$ cat config.mk
export PLATFORM = sky130hd
export DESIGN_NAME = lrtc_ctrl
export DESIGN_NICKNAME = d
export VERILOG_FILES = /design/src/sv/assert_macros.svh /design/src/sv/lrtc_pkg.sv /design/src/sv/lrtc_ctrl.sv
export SDC_FILE = /design/constraint.sdc
export NUM_CORES = 1
export LEC_CHECK = 0
export ABC_AREA = 1
export BUFFER_PORTS_ARGS = -buffer_cell sky130_fd_sc_hd__buf_2
export CAP_MARGIN = 20
export CORE_AREA = 3 3 40 42
export DETAILED_ROUTE_END_ITERATION = 10
export DIE_AREA = 0 0 43 45
export MAX_ROUTING_LAYER = met4
export SYNTH_ARGS = -nofsm -noshare
export SYNTH_HDL_FRONTEND = slang
export SYNTH_SLANG_ARGS = --single-unit
$ cat constraint.sdc
create_clock -name clock -period 1.1 [get_ports clock]
set_input_delay 0.055 -clock clock [delete_from_list [all_inputs] [get_ports clock]]
set_output_delay 0.055 -clock clock [all_outputs]
set_load 0.01 [all_outputs]
$ cat src/sv/assert_macros.svh
// ----------------------------------------------------------------------------
// Assertion macros
// Shared concurrent assertion wrappers; they expand to nothing in synthesis.
// ----------------------------------------------------------------------------
`ifndef ASSERT_MACROS_SVH
`define ASSERT_MACROS_SVH

`ifndef SYNTHESIS
// property must hold at every clock edge outside reset
`define LRTC_ASSERT(lbl, clk, rst, prop, msg) \
   lbl: assert property (@(posedge clk) disable iff (rst) prop) else $error(msg);
// condition must never be true outside reset
`define LRTC_ASSERT_NEVER(lbl, clk, rst, cond, msg) \
   lbl: assert property (@(posedge clk) disable iff (rst) !(cond)) else $error(msg);
`else
`define LRTC_ASSERT(lbl, clk, rst, prop, msg)
`define LRTC_ASSERT_NEVER(lbl, clk, rst, cond, msg)
`endif

`endif

$ cat src/sv/lrtc_pkg.sv
// ----------------------------------------------------------------------------
// lrtc_pkg
// Constants, jump tables, state and control types of the LCG tile column core.
// ----------------------------------------------------------------------------
package lrtc_pkg;

   localparam logic [63:0] LCG_MUL = 64'd6364136223846793005;
   localparam logic [63:0] LCG_INC = 64'd1;

   localparam int TILE_ROWS = 64;

   localparam int ROW_W   = 31;
   localparam int COL_W   = 31;
   localparam int COFF_W  = 6;
   localparam int CNT_W   = 7;
   localparam int STATE_W = 64;
   localparam int VALUE_W = 33;
   localparam int IDX_W   = 6;

   localparam int REQ_DATA_W = 80;
   localparam int RSP_DATA_W = 104;
   localparam int CSR_IDX_W  = 2;
   localparam int CSR_DATA_W = 64;

   // request field positions inside req_tdata
   localparam int ROW_LSB  = 0;
   localparam int COL_LSB  = ROW_LSB + ROW_W;
   localparam int COFF_LSB = COL_LSB + COL_W;
   localparam int CNT_LSB  = COFF_LSB + COFF_W;

   localparam logic [CSR_IDX_W-1:0] CSR_SEED        = 2'd0;
   localparam logic [CSR_IDX_W-1:0] CSR_GLOBAL_ROWS = 2'd1;

   localparam logic [63:0]      SEED_RESET = 64'd3872;
   localparam logic [ROW_W-1:0] ROWS_RESET = 31'd1000;

   typedef logic [63:0] coef_tab_type [64];

   // multiplier for bit k of the jump: LCG_MUL^(2^k)
   function automatic coef_tab_type build_mul_tab();
      coef_tab_type t;
      logic [63:0]  m;
      m = LCG_MUL;
      for (int k = 0; k < 64; k++) begin
         t[k] = m;
         m    = m * m;
      end
      return t;
   endfunction

   // increment for bit k of the jump
   function automatic coef_tab_type build_add_tab();
      coef_tab_type t;
      logic [63:0]  m;
      logic [63:0]  a;
      m = LCG_MUL;
      a = LCG_INC;
      for (int k = 0; k < 64; k++) begin
         t[k] = a;
         a    = a * (m + 64'd1);
         m    = m * m;
      end
      return t;
   endfunction

   localparam coef_tab_type MUL_TAB = build_mul_tab();
   localparam coef_tab_type ADD_TAB = build_add_tab();

   typedef enum logic [2:0] {
      ST_IDLE,
      ST_PROD,
      ST_POS,
      ST_JUMP,
      ST_JUMP_ACC,
      ST_EMIT,
      ST_EMIT_ACC
   } state_type;

   typedef struct packed {
      logic capture;
      logic calc_prod;
      logic load_pos;
      logic mult;
      logic sel_step;
      logic accum;
      logic shift_pos;
      logic load_out;
   } cmd_type;

   typedef struct packed {
      logic pos_zero;
      logic pos_bit;
      logic cnt_zero;
      logic cnt_one;
      logic out_free;
   } sts_type;

endpackage

$ cat src/sv/lrtc_ctrl.sv
// ----------------------------------------------------------------------------
// lrtc_ctrl
// Sequencer: position setup, bitwise jump-ahead, then one element per step.
// ----------------------------------------------------------------------------
module lrtc_ctrl (
   input  logic             clock,
   input  logic             reset,
   input  logic             req_tvalid,
   output logic             req_tready,
   output lrtc_pkg::cmd_type cmd,
   input  lrtc_pkg::sts_type sts
);

   lrtc_pkg::state_type state_ff;
   lrtc_pkg::state_type state_in;

   always_ff @(posedge clock) begin
      if (reset) begin
         state_ff <= lrtc_pkg::ST_IDLE;
      end else begin
         state_ff <= state_in;
      end
   end

   always_comb begin
      state_in = state_ff;
      case (state_ff)
         lrtc_pkg::ST_IDLE: begin
            if (req_tvalid) state_in = lrtc_pkg::ST_PROD;
         end
         lrtc_pkg::ST_PROD: begin
            state_in = lrtc_pkg::ST_POS;
         end
         lrtc_pkg::ST_POS: begin
            state_in = lrtc_pkg::ST_JUMP;
         end
         lrtc_pkg::ST_JUMP: begin
            if (sts.pos_zero) state_in = lrtc_pkg::ST_EMIT;
            else if (sts.pos_bit) state_in = lrtc_pkg::ST_JUMP_ACC;
         end
         lrtc_pkg::ST_JUMP_ACC: begin
            state_in = lrtc_pkg::ST_JUMP;
         end
         lrtc_pkg::ST_EMIT: begin
            if (sts.cnt_zero) state_in = lrtc_pkg::ST_IDLE;
            else if (sts.out_free) begin
               state_in = sts.cnt_one ? lrtc_pkg::ST_IDLE : lrtc_pkg::ST_EMIT_ACC;
            end
         end
         lrtc_pkg::ST_EMIT_ACC: begin
            state_in = lrtc_pkg::ST_EMIT;
         end
         default: begin
            state_in = lrtc_pkg::ST_IDLE;
         end
      endcase
   end

   always_comb begin
      cmd        = '0;
      req_tready = 1'b0;
      case (state_ff)
         lrtc_pkg::ST_IDLE: begin
            req_tready  = 1'b1;
            cmd.capture = req_tvalid;
         end
         lrtc_pkg::ST_PROD: begin
            cmd.calc_prod = 1'b1;
         end
         lrtc_pkg::ST_POS: begin
            cmd.load_pos = 1'b1;
         end
         lrtc_pkg::ST_JUMP: begin
            // set bit: multiply now, accumulate next; clear bit: just advance
            if (!sts.pos_zero) begin
               if (sts.pos_bit) cmd.mult = 1'b1;
               else cmd.shift_pos = 1'b1;
            end
         end
         lrtc_pkg::ST_JUMP_ACC: begin
            cmd.accum     = 1'b1;
            cmd.shift_pos = 1'b1;
         end
         lrtc_pkg::ST_EMIT: begin
            if (!sts.cnt_zero && sts.out_free) begin
               cmd.load_out = 1'b1;
               if (!sts.cnt_one) begin
                  cmd.mult     = 1'b1;
                  cmd.sel_step = 1'b1;
               end
            end
         end
         lrtc_pkg::ST_EMIT_ACC: begin
            cmd.accum = 1'b1;
         end
         default: begin
            cmd = '0;
         end
      endcase
   end

endmodule

==> impl_results.md, run 1 <==
* 1st-iter DRT viols at 7
* Top post-synthesis cells by area: dfxtp_1 21%, nor2_1 18%, inv_1 13%
* Layout Cells excl Fill at 95
* Placer congestion estimate at 0.805
* Die area at 0.00194 mm^2
* Leak Pwr at ~0.00030 uW
* First-pass GRT wire length at 1390 um
* Peak Freq at approximately 810 MHz
* Startpoint type of the worst setup path: register
* Clock slew at reported path FFs at 0.04 ns
* Most frequent cells after synthesis: 14 x nor2_1, 10 x inv_1, 9 x nand2_1, 7 x nand3_1, 3 x dfxtp_1
* Max reg flops at 3
* Via count at 408
* Residual DRC at 0
* Post-DRT Antenna Nets at 0
* Max_cap viols at 0
* Worst setup path class: register to output pin
* Clock Latency Late Sink at 0.24 ns
* Hold Vio Cnt, Final at 0
* # fillers at 142
* Syn Area/Cell at ~5.4 um^2
* Worst hold path class: primary input to register
* Largest register by flop count: state_ff
* Die H at 45 um
* Arr. time, crit path at 1.18 ns
* Cts bufs inserted at 3
* Final min period at 1.24 ns
* Slew HR at 86.1%
* Placed Area at between 300 and 400 um^2
* Post-synth top flop: dfxtp_1
* Crit Path Max Fanout at 4
* CP max stage delay at 0.37 ns
* CP top delay family: flip-flops
* Status: complete, but fails checks
* Core Region at 0.00128 mm^2
* Final Instance Area at 524 um^2
* Yosys warns at 0
* Period utilization at 113%
* Clock root buffer master: clkbuf_4
* Vias in the first global route at between 300 and 400
* Post-Route WL at 930 um
* Post-DP HPWL at 609 um
* Final setup viols at 6
* Failing checks: setup timing
* Share of cells above drive strength 1 at a little over half
* Synth top area share at 20.5%
* Die width at 43 um
* Critical path buffers and inverters at 2
* Total GRT Usage at 10.1%
* Req. time, crit path at 1.04 ns
* CTS max path bufs at 2
* Largest regs: state_ff (3)
* Number of I/O port buffers at 16
* Actual slew at the worst max-slew pin at 0.207 ns
* Largest net degree at the start of global routing at 8
* CTS H-tree depth at 1
* #FFs+latches synth at 3
* Post-synth cell types at 13
* Worst Skew at just over 0.003 ns
* Avg WL per Cell at 9.79 um
* Most common cell in the synthesized netlist: nor2_1
* Seq/Total Area, Yosys at 20.5%
* Synthesized instance count at 54
* Top cell type by total area after synthesis: dfxtp_1
* Cell Rows at 13
* CP max-delay cell: dfxtp_4
* Fin worst setup slack at -0.138 ns
* Vias per cell at 4.29
* Endpoint type of the worst setup path: output pin
* Critical-path cell list: inv_6, nor3_4, nand2_2, o21ai_1, buf_2
* EDFF count, synth at 0
* Power Dens Cells at roughly 2200 mW/mm^2
* TritonCTS Sinks at 3
* DR pass1 iterations at 4
* Final Max Tran Viols at 0
* I/O Pins at 17
* Unrepaired setup endpoints after global routing: true
* Antenna violations before repair at 0
* N_diodes at 0
* Starting Density at a little under a quarter
* Worst VDD drop at 0.589 mV
* # nets final at 89
* Final global-route overflow total at 0
* Cell area after synthesis at 293 um^2
* Area Growth Syn to Fin at 79.1%
* CTS tree: done
* Syn Nets at 62
* Asr flop ratio synth at 0%
* Dpl cells at 86
-- cell usage in the layout, fill, tap and decap left out, drive strengths merged --
cell	instances
buf	22
nor2	16
inv	11
nand2	11
nand3	9
clkbuf	4
dfxtp	3
nor3	1
o21ai	1
o31ai	1
nand3b	1
-- routing by layer --
layer | part of all wire, % | GRT usage (%) | vias to the layer above
met4 | 2.5 | 9.04 | 0
met2 | 47 | 16.2 | 18
met1 | 42 | 11.2 | 168
li1 | - | - | 220
met5 | 0 | - | -
met3 | 8.7 | 0.797 | 2
-- what timing repair did --
action / CTS / global route
buffers inserted: 3 / 2
hold buffers: 0 / 0
setup endpoints to repair: 9 / 11
pin swaps: 5 / 9
gates resized for setup: 9 / 11
-- metrics by stage --
step	total power [uW]	TNS [ns]	hold slack [ns]	setup WS, ns	utilization [%]
floorplan	572	0	0.158	0.0809	-
global placement	751	-0.173	0.327	-0.0775	31.1
detailed placement	751	-0.140	0.330	-0.0673	31.1
CTS	1050	-0.580	0.0687	-0.138	36.3
global route	1270	-1.19	0.100	-0.185	40.8
finish	1170	-0.489	0.0746	-0.138	40.8
-- power by group --
group / leakage (uW) / total (uW) / internal (uW) / switching [uW]
Sequential: 0.0000267 / 276 / 176 / 100
Combinational: 0.000258 / 700 / 311 / 389
Clock: 0.0000150 / 197 / 136 / 60.8
Total: 0.000299 / 1170 / 623 / 550
-- worst paths after layout --
kind	to	cells past startpoint	slack, ns	startpoint
min reg2reg	state_ff[1]	4	0.63	state_ff[1]
max reg2reg	state_ff[1]	8	0.02	state_ff[0]
max	cmd[4]	5	-0.14	state_ff[2]
min	state_ff[1]	4	0.07	reset
-- kinds of logic (layout without fill, tap and decap cells) --
kind of cell | count (synthesis) | count (layout) | share of synthesized area (%)
simple gates | 38 | 38 | 61.1
buf+inv | 11 | 37 | 14.1
flops | 3 | 3 | 20.5
compound gates | 2 | 2 | 4.27
-- worst min-delay path, delay by kind of cell --
family                 cells  cell delay, ns
AND/OR/NAND/NOR            2            0.09
buffers and inverters      2            0.12
-- layout make-up --
class | instances | area, um^2 | share of cell area, %
flip-flops and latches | 3 | 71.3 | 13.6
well taps | 15 | 18.8 | 3.58
clock buffers | 4 | 26.3 | 5.01
multi-input cells | 40 | 230 | 43.9
repair buffers | 22 | 129 | 24.6
inverters | 11 | 48.8 | 9.31
No activity file was read; power rests on OpenSTA's default activity.
==> inputs of run 2 (changes only) <==
--- a/config.mk
+++ b/config.mk
@@ -12,4 +12,5 @@
 export DETAILED_ROUTE_END_ITERATION = 10
 export DIE_AREA = 0 0 43 45
+export GPL_TIMING_DRIVEN = 0
 export MAX_ROUTING_LAYER = met4
 export SYNTH_ARGS = -nofsm -noshare
==> constraint.sdc (replaced) <==
create_clock -name clock -period 1.1 [get_ports clock]
set_input_delay 0.055 -clock clock [delete_from_list [all_inputs] [get_ports clock]]
set_output_delay 0.055 -clock clock [all_outputs]
set_load 0.05 [all_outputs]
==> impl_results.md, run 2 (synthesis results as in run 1) <==
* Post-DP HPWL at 647 um (was 609 um)
* Startpoint type of the worst setup path: register (unchanged)
* Dpl cells at 85 (was 86)
* CTS H-tree depth at 1 (unchanged)
* I/O Pins at 17 (unchanged)
* Fin worst setup slack at -0.199 ns (was -0.138 ns)
* Antenna violations before repair at 0 (unchanged)
* Status: complete, but fails checks (unchanged)
* Final min period at 1.30 ns (was 1.24 ns)
* Most frequent cells in the layout: 11 x buf_6, 9 x inv_1, 9 x nor2_1 (was 16 x buf_2, 12 x nor2_1, 9 x inv_1)
* Final Max Tran Viols at 0 (unchanged)
* Crit Path Max Fanout at 3 (was 4)
* Post-Route Setup TNS at -1.26 ns (was -0.489 ns)
* Starting Density at 22.8% (unchanged)
* Period utilization at 118% (was 113%)
* Die width at 43 um (unchanged)
* Commonest non-fill, non-tap cell in the layout: buf_6 (was buf_2)
* # nets final at 90 (was 89)
* Post-DRT Antenna Nets at 0 (unchanged)
* CTS max path bufs at 2 (unchanged)
* Core Region at 0.00128 mm^2 (unchanged)
* Clock Latency Late Sink at 0.23 ns (was 0.24 ns)
* Layout Cells excl Fill at 96 (was 95)
* # hold bufs at CTS at 0 (unchanged)
* Arr. time, crit path at 1.24 ns (was 1.18 ns)
* First-pass GRT wire length at 1290 um (was 1390 um)
* Largest register by flop count: state_ff (unchanged)
* Residual DRC at 0 (unchanged)
* Worst Skew at 0.000743 ns (was 0.00307 ns)
* CP max stage delay at 0.36 ns (was 0.37 ns)
* Worst VDD drop at 0.840 mV (was 0.589 mV)
* Max reg flops at 3 (unchanged)
* Pre-CTS setup slack at -0.134 ns (was -0.0673 ns)
* Post-Route WL at 890 um (was 930 um)
* Final setup viols at 11 (was 6)
* CP max-delay cell: dfxtp_4 (unchanged)
* Cts bufs inserted at 3 (unchanged)
* Max_cap viols at 0 (unchanged)
* Req. time, crit path at 1.04 ns (about the same)
* Die area at 0.00194 mm^2 (unchanged)
* Failing checks: setup timing (unchanged)
* Number of I/O port buffers at 16 (unchanged)
* Power Dens Cells at 2580 mW/mm^2 (was 2240 mW/mm^2)
* Slew HR at 86.3% (was 86.1%)
* Share of cells above drive strength 1 at 58.0% (was 52.5%)
* CTS tree: done (unchanged)
* Critical path buffers and inverters at 2 (unchanged)
* DR pass1 iterations at 2 (was 4)
* TritonCTS Sinks at 3 (unchanged)
* Hold Vio Cnt, Final at 0 (unchanged)
* Final global-route overflow total at 0 (unchanged)
* Largest net degree at the start of global routing at 7 (was 8)
* Total GRT Usage at 9.09% (was 10.1%)
* Post-layout util at 48.9% (was 40.8%)
* Clock root buffer master: clkbuf_4 (unchanged)
* Area Growth Syn to Fin at 115% (was 79.1%)
* Leak Pwr at 0.000326 uW (was 0.000299 uW)
* Unrepaired setup endpoints after global routing: true (unchanged)
* Endpoint type of the worst setup path: output pin (unchanged)
* Clock slew at reported path FFs at 0.04 ns (about the same)
* 1st-iter DRT viols at 5 (was 7)
* CP top delay family: flip-flops (unchanged)
* Worst setup path class: register to output pin (unchanged)
* Hold WS at 0.0785 ns (was 0.0746 ns)
* Via count at 407 (was 408)
* Largest regs: state_ff (3) (unchanged)
* Worst hold path class: primary input to register (unchanged)
* N_diodes at 0 (unchanged)
* Actual slew at the worst max-slew pin at 0.204 ns (was 0.207 ns)
* Critical-path cell list: inv_4, nor3_4, nand2_4, o21ai_4, buf_6 (was inv_6, nor3_4, nand2_2, o21ai_1, buf_2)
* Cell Rows at 13 (unchanged)
* Die H at 45 um (unchanged)
* Placer congestion estimate at 0.786 (was 0.805)
* Vias in the first global route at 337 (was 357)
* Peak Freq at 770 MHz (was 808 MHz)
* Vias per cell at 4.24 (was 4.29)
* Avg WL per Cell at 9.27 um (was 9.79 um)
run 2: final cells by class:
| type | instances | area, um^2 |
|---|---|---|
| timing repair buffer | 23 | 196 |
| fill | 124 | 657 |
| tap | 15 | 18.8 |
| inverter | 11 | 46.3 |
| clock buffer | 4 | 26.3 |
| sequential | 3 | 71.3 |
| multi-input combinational | 40 | 269 |
run 2: layer usage:
metal	wire, um	global-route usage [%]	part of all wire (%)
met5	0	-	0
met3	33	1.20	3.7
met2	475	16.2	53
met1	381	10.4	43
met4	0	3.61	0
run 2: worst paths after layout:
kind                from          end  slack (ns)  depth (start not counted)
min reg2reg  state_ff[1]  state_ff[1]        0.62                          4
min                reset  state_ff[1]        0.08                          4
max          state_ff[0]       cmd[4]       -0.20                          5
max reg2reg  state_ff[0]  state_ff[1]       -0.09                          9
run 2: report_power, final:
part           internal [uW]  leakage [uW]  switching, uW
registers                175     0.0000267           76.3
clock network            136     0.0000150           52.2
logic                    452      0.000284            728
total                    763      0.000326            856
run 2: what timing repair did:
| action | CTS | global route |
|---|---|---|
| gates resized for setup | 27 | 7 |
| buffers inserted | 4 | 3 |
| setup endpoints to repair | 10 | 12 |
| pin swaps | 4 | 4 |
run 2: through the flow:
stage / area, um^2 / power, uW
floorplan: 339 / 899
global placement: 438 / 1060
detailed placement: 438 / 1060
CTS: 576 / 1510
global route: 628 / 1730
finish: 628 / 1620
run 2: worst min-delay path, delay by kind of cell:
kind | cells | cell delay (ns)
buffers and inverters | 2 | 0.12
and+or+nand+nor | 2 | 0.09
==> inputs of run 3 (changes only) <==
--- a/config.mk
+++ b/config.mk
@@ -13,5 +13,4 @@
 export DIE_AREA = 0 0 43 45
 export GPL_TIMING_DRIVEN = 0
-export MAX_ROUTING_LAYER = met4
 export SYNTH_ARGS = -nofsm -noshare
 export SYNTH_HDL_FRONTEND = slang
==> constraint.sdc (replaced) <==
create_clock -name clock -period 1.1 [get_ports clock]
set_input_delay 0.22 -clock clock [delete_from_list [all_inputs] [get_ports clock]]
set_output_delay 0.22 -clock clock [all_outputs]
set_load 0.05 [all_outputs]
==> impl_results.md, run 3 (synthesis results as in run 1) <==
* CP startpoint: state_ff[1] (was state_ff[0])
* R2R Path Start: state_ff[1] (was state_ff[0])
* First-pass GRT wire length at 1770 um (was 1290 um)
* Leak Pwr at 0.000297 uW (was 0.000326 uW)
* Placer congestion estimate at 0.809 (was 0.786)
* Reg-to-reg setup timing slack at -0.09 ns (about the same)
* Failing checks: setup timing (unchanged)
* # fillers at 123 (was 124)
* Share of cells above drive strength 1 at 60.3% (was 58.0%)
* Hold Vio Cnt, Final at 0 (unchanged)
* Total GRT Usage at 11.8% (was 9.09%)
* Peak Freq at 683 MHz (was 770 MHz)
* Final global-route overflow total at 0 (unchanged)
* Antenna violations before repair at 0 (unchanged)
* Worst hold path class: primary input to register (unchanged)
* Worst setup path class: register to output pin (unchanged)
* Final Power at 1630 uW (was 1620 uW)
* Largest net degree at the start of global routing at 8 (was 7)
* Via count at 414 (was 407)
* Status: complete, but fails checks (unchanged)
* Vias in the first global route at 426 (was 337)
* Final min period at 1.46 ns (was 1.30 ns)
* CTS max path bufs at 2 (unchanged)
* Starting Density at 22.8% (unchanged)
* Post-Route WL at 1030 um (was 890 um)
* TritonCTS Sinks at 3 (unchanged)
* Core Region at 0.00128 mm^2 (unchanged)
* Vias per cell at 4.45 (was 4.24)
* Req. time, crit path at 0.88 ns (was 1.04 ns)
* Worst Skew at 0.00321 ns (was 0.000743 ns)
* Die width at 43 um (unchanged)
* Period utilization at 133% (was 118%)
* Arr. time, crit path at 1.24 ns (about the same)
* Power Dens Cells at 2600 mW/mm^2 (was 2580 mW/mm^2)
* Startpoint type of the worst setup path: register (unchanged)
* Commonest non-fill, non-tap cell in the layout: nor2_1 (was buf_6)
* Final Max Tran Viols at 0 (unchanged)
* Cell Rows at 13 (unchanged)
* Clock root buffer master: clkbuf_4 (unchanged)
* Actual slew at the worst max-slew pin at 0.224 ns (was 0.204 ns)
* I/O Pins at 17 (unchanged)
* Crit Path Max Fanout at 7 (was 3)
* Final Instance Area at 628 um^2 (unchanged)
* Cts bufs inserted at 3 (unchanged)
* CP endpoint: cmd[4] (unchanged)
* N_diodes at 0 (unchanged)
* Worst r2r dst: state_ff[1] (unchanged)
* Most frequent cells in the layout: 9 x nor2_1, 7 x inv_1, 7 x buf_2, 7 x buf_6 (was 11 x buf_6, 9 x inv_1, 9 x nor2_1)
* Slew HR at 85.0% (was 86.3%)
* Worst VDD drop at 0.995 mV (was 0.840 mV)
* Avg WL per Cell at 11.1 um (was 9.27 um)
* DR pass1 iterations at 4 (was 2)
* Unrepaired setup endpoints after global routing: true (unchanged)
* Number of I/O port buffers at 16 (unchanged)
* Post-Route Setup TNS at -2.70 ns (was -1.26 ns)
* 1st-iter DRT viols at 2 (was 5)
* Pre-CTS setup slack at -0.272 ns (was -0.134 ns)
* CTS H-tree depth at 1 (unchanged)
* Endpoint type of the worst setup path: output pin (unchanged)
* Largest regs: state_ff (3) (unchanged)
* Placed Area at 460 um^2 (was 438 um^2)
* Residual DRC at 0 (unchanged)
* Area Growth Syn to Fin at 115% (unchanged)
* Max_cap viols at 0 (unchanged)
* Die area at 0.00194 mm^2 (unchanged)
* Final setup viols at 11 (unchanged)
* Die H at 45 um (unchanged)
* Largest register by flop count: state_ff (unchanged)
* Fin worst setup slack at -0.363 ns (was -0.199 ns)
* CTS tree: done (unchanged)
* Max reg flops at 3 (unchanged)
* Clock Latency Late Sink at 0.23 ns (about the same)
* # hold bufs at CTS at 0 (unchanged)
* Clock slew at reported path FFs at 0.03 ns (was 0.04 ns)
* # nets final at 87 (was 90)
* Post-DRT Antenna Nets at 0 (unchanged)
* Post-DP HPWL at 601 um (was 647 um)
* R2R cell count at 7 (was 9)
[run 3: cell types whose count changed in the layout (fill, tap and decap cells not counted)]
cell,before,now
nand2_4,1,2
nand2_1,7,6
inv_1,9,7
buf_6,11,7
buf_8,0,2
buf_4,5,4
nand3_2,2,1
clkinvlp_4,0,2
nand3_4,1,2
[run 3: routing by layer]
metal	track usage [%]	up-vias	wire, um
li1	-	215	-
met1	12.7	189	367
met2	24.0	10	611
met3	3.59	0	50
met4	0	0	0
met5	0	-	0
[run 3: area by class of cell]
class | instances | area [um^2] | share of cell area (%)
multi-input cells | 40 | 284 | 45.2
repair buffers | 20 | 174 | 27.7
well taps | 15 | 18.8 | 2.99
inverters | 11 | 53.8 | 8.57
flip-flops and latches | 3 | 71.3 | 11.4
clock buffers | 4 | 26.3 | 4.18
[run 3: per-stage QoR]
stage / instances / utilization [%] / hold slack, ns
2_1_floorplan: 54 / - / 0.385
3_3_place_gp: 85 / 35.8 / 0.485
3_5_place_dp: 85 / 35.8 / 0.488
4_1_cts: 93 / 46.2 / 0.235
5_1_grt: 93 / 48.9 / 0.263
6_report: 93 / 48.9 / 0.245
[run 3: critical path, stage by stage, from the launching register on]
cell     delay [ns]
dfxtp_4        0.37
nor3_4         0.23
nand2_4        0.11
o21ai_4        0.13
buf_6          0.17
[run 3: worst min-delay path by stage]
stage          cells after the start  slack, ns  startpoint     endpoint
2_1_floorplan                      3       0.39       reset  state_ff[0]
4_1_cts                            4       0.24       reset  state_ff[1]
5_1_grt                            4       0.26       reset  state_ff[1]
3_5_place_dp                       4       0.49       reset  state_ff[1]
3_3_place_gp                       4       0.48       reset  state_ff[0]
6_report                           4       0.25       reset  state_ff[1]
[run 3: report_power, final]
part	internal, uW	total, uW	switching, uW
combinational	420	1180	757
sequential	176	269	93.2
clock	136	188	52.5
total	731	1630	903
[run 3: repair_timing]
| item | CTS | global route |
|---|---|---|
| pin swaps | 11 | 2 |
| setup buffers | 4 | 0 |
| endpoints found under the setup margin | 12 | 12 |
| gates resized for setup | 25 | 6 |
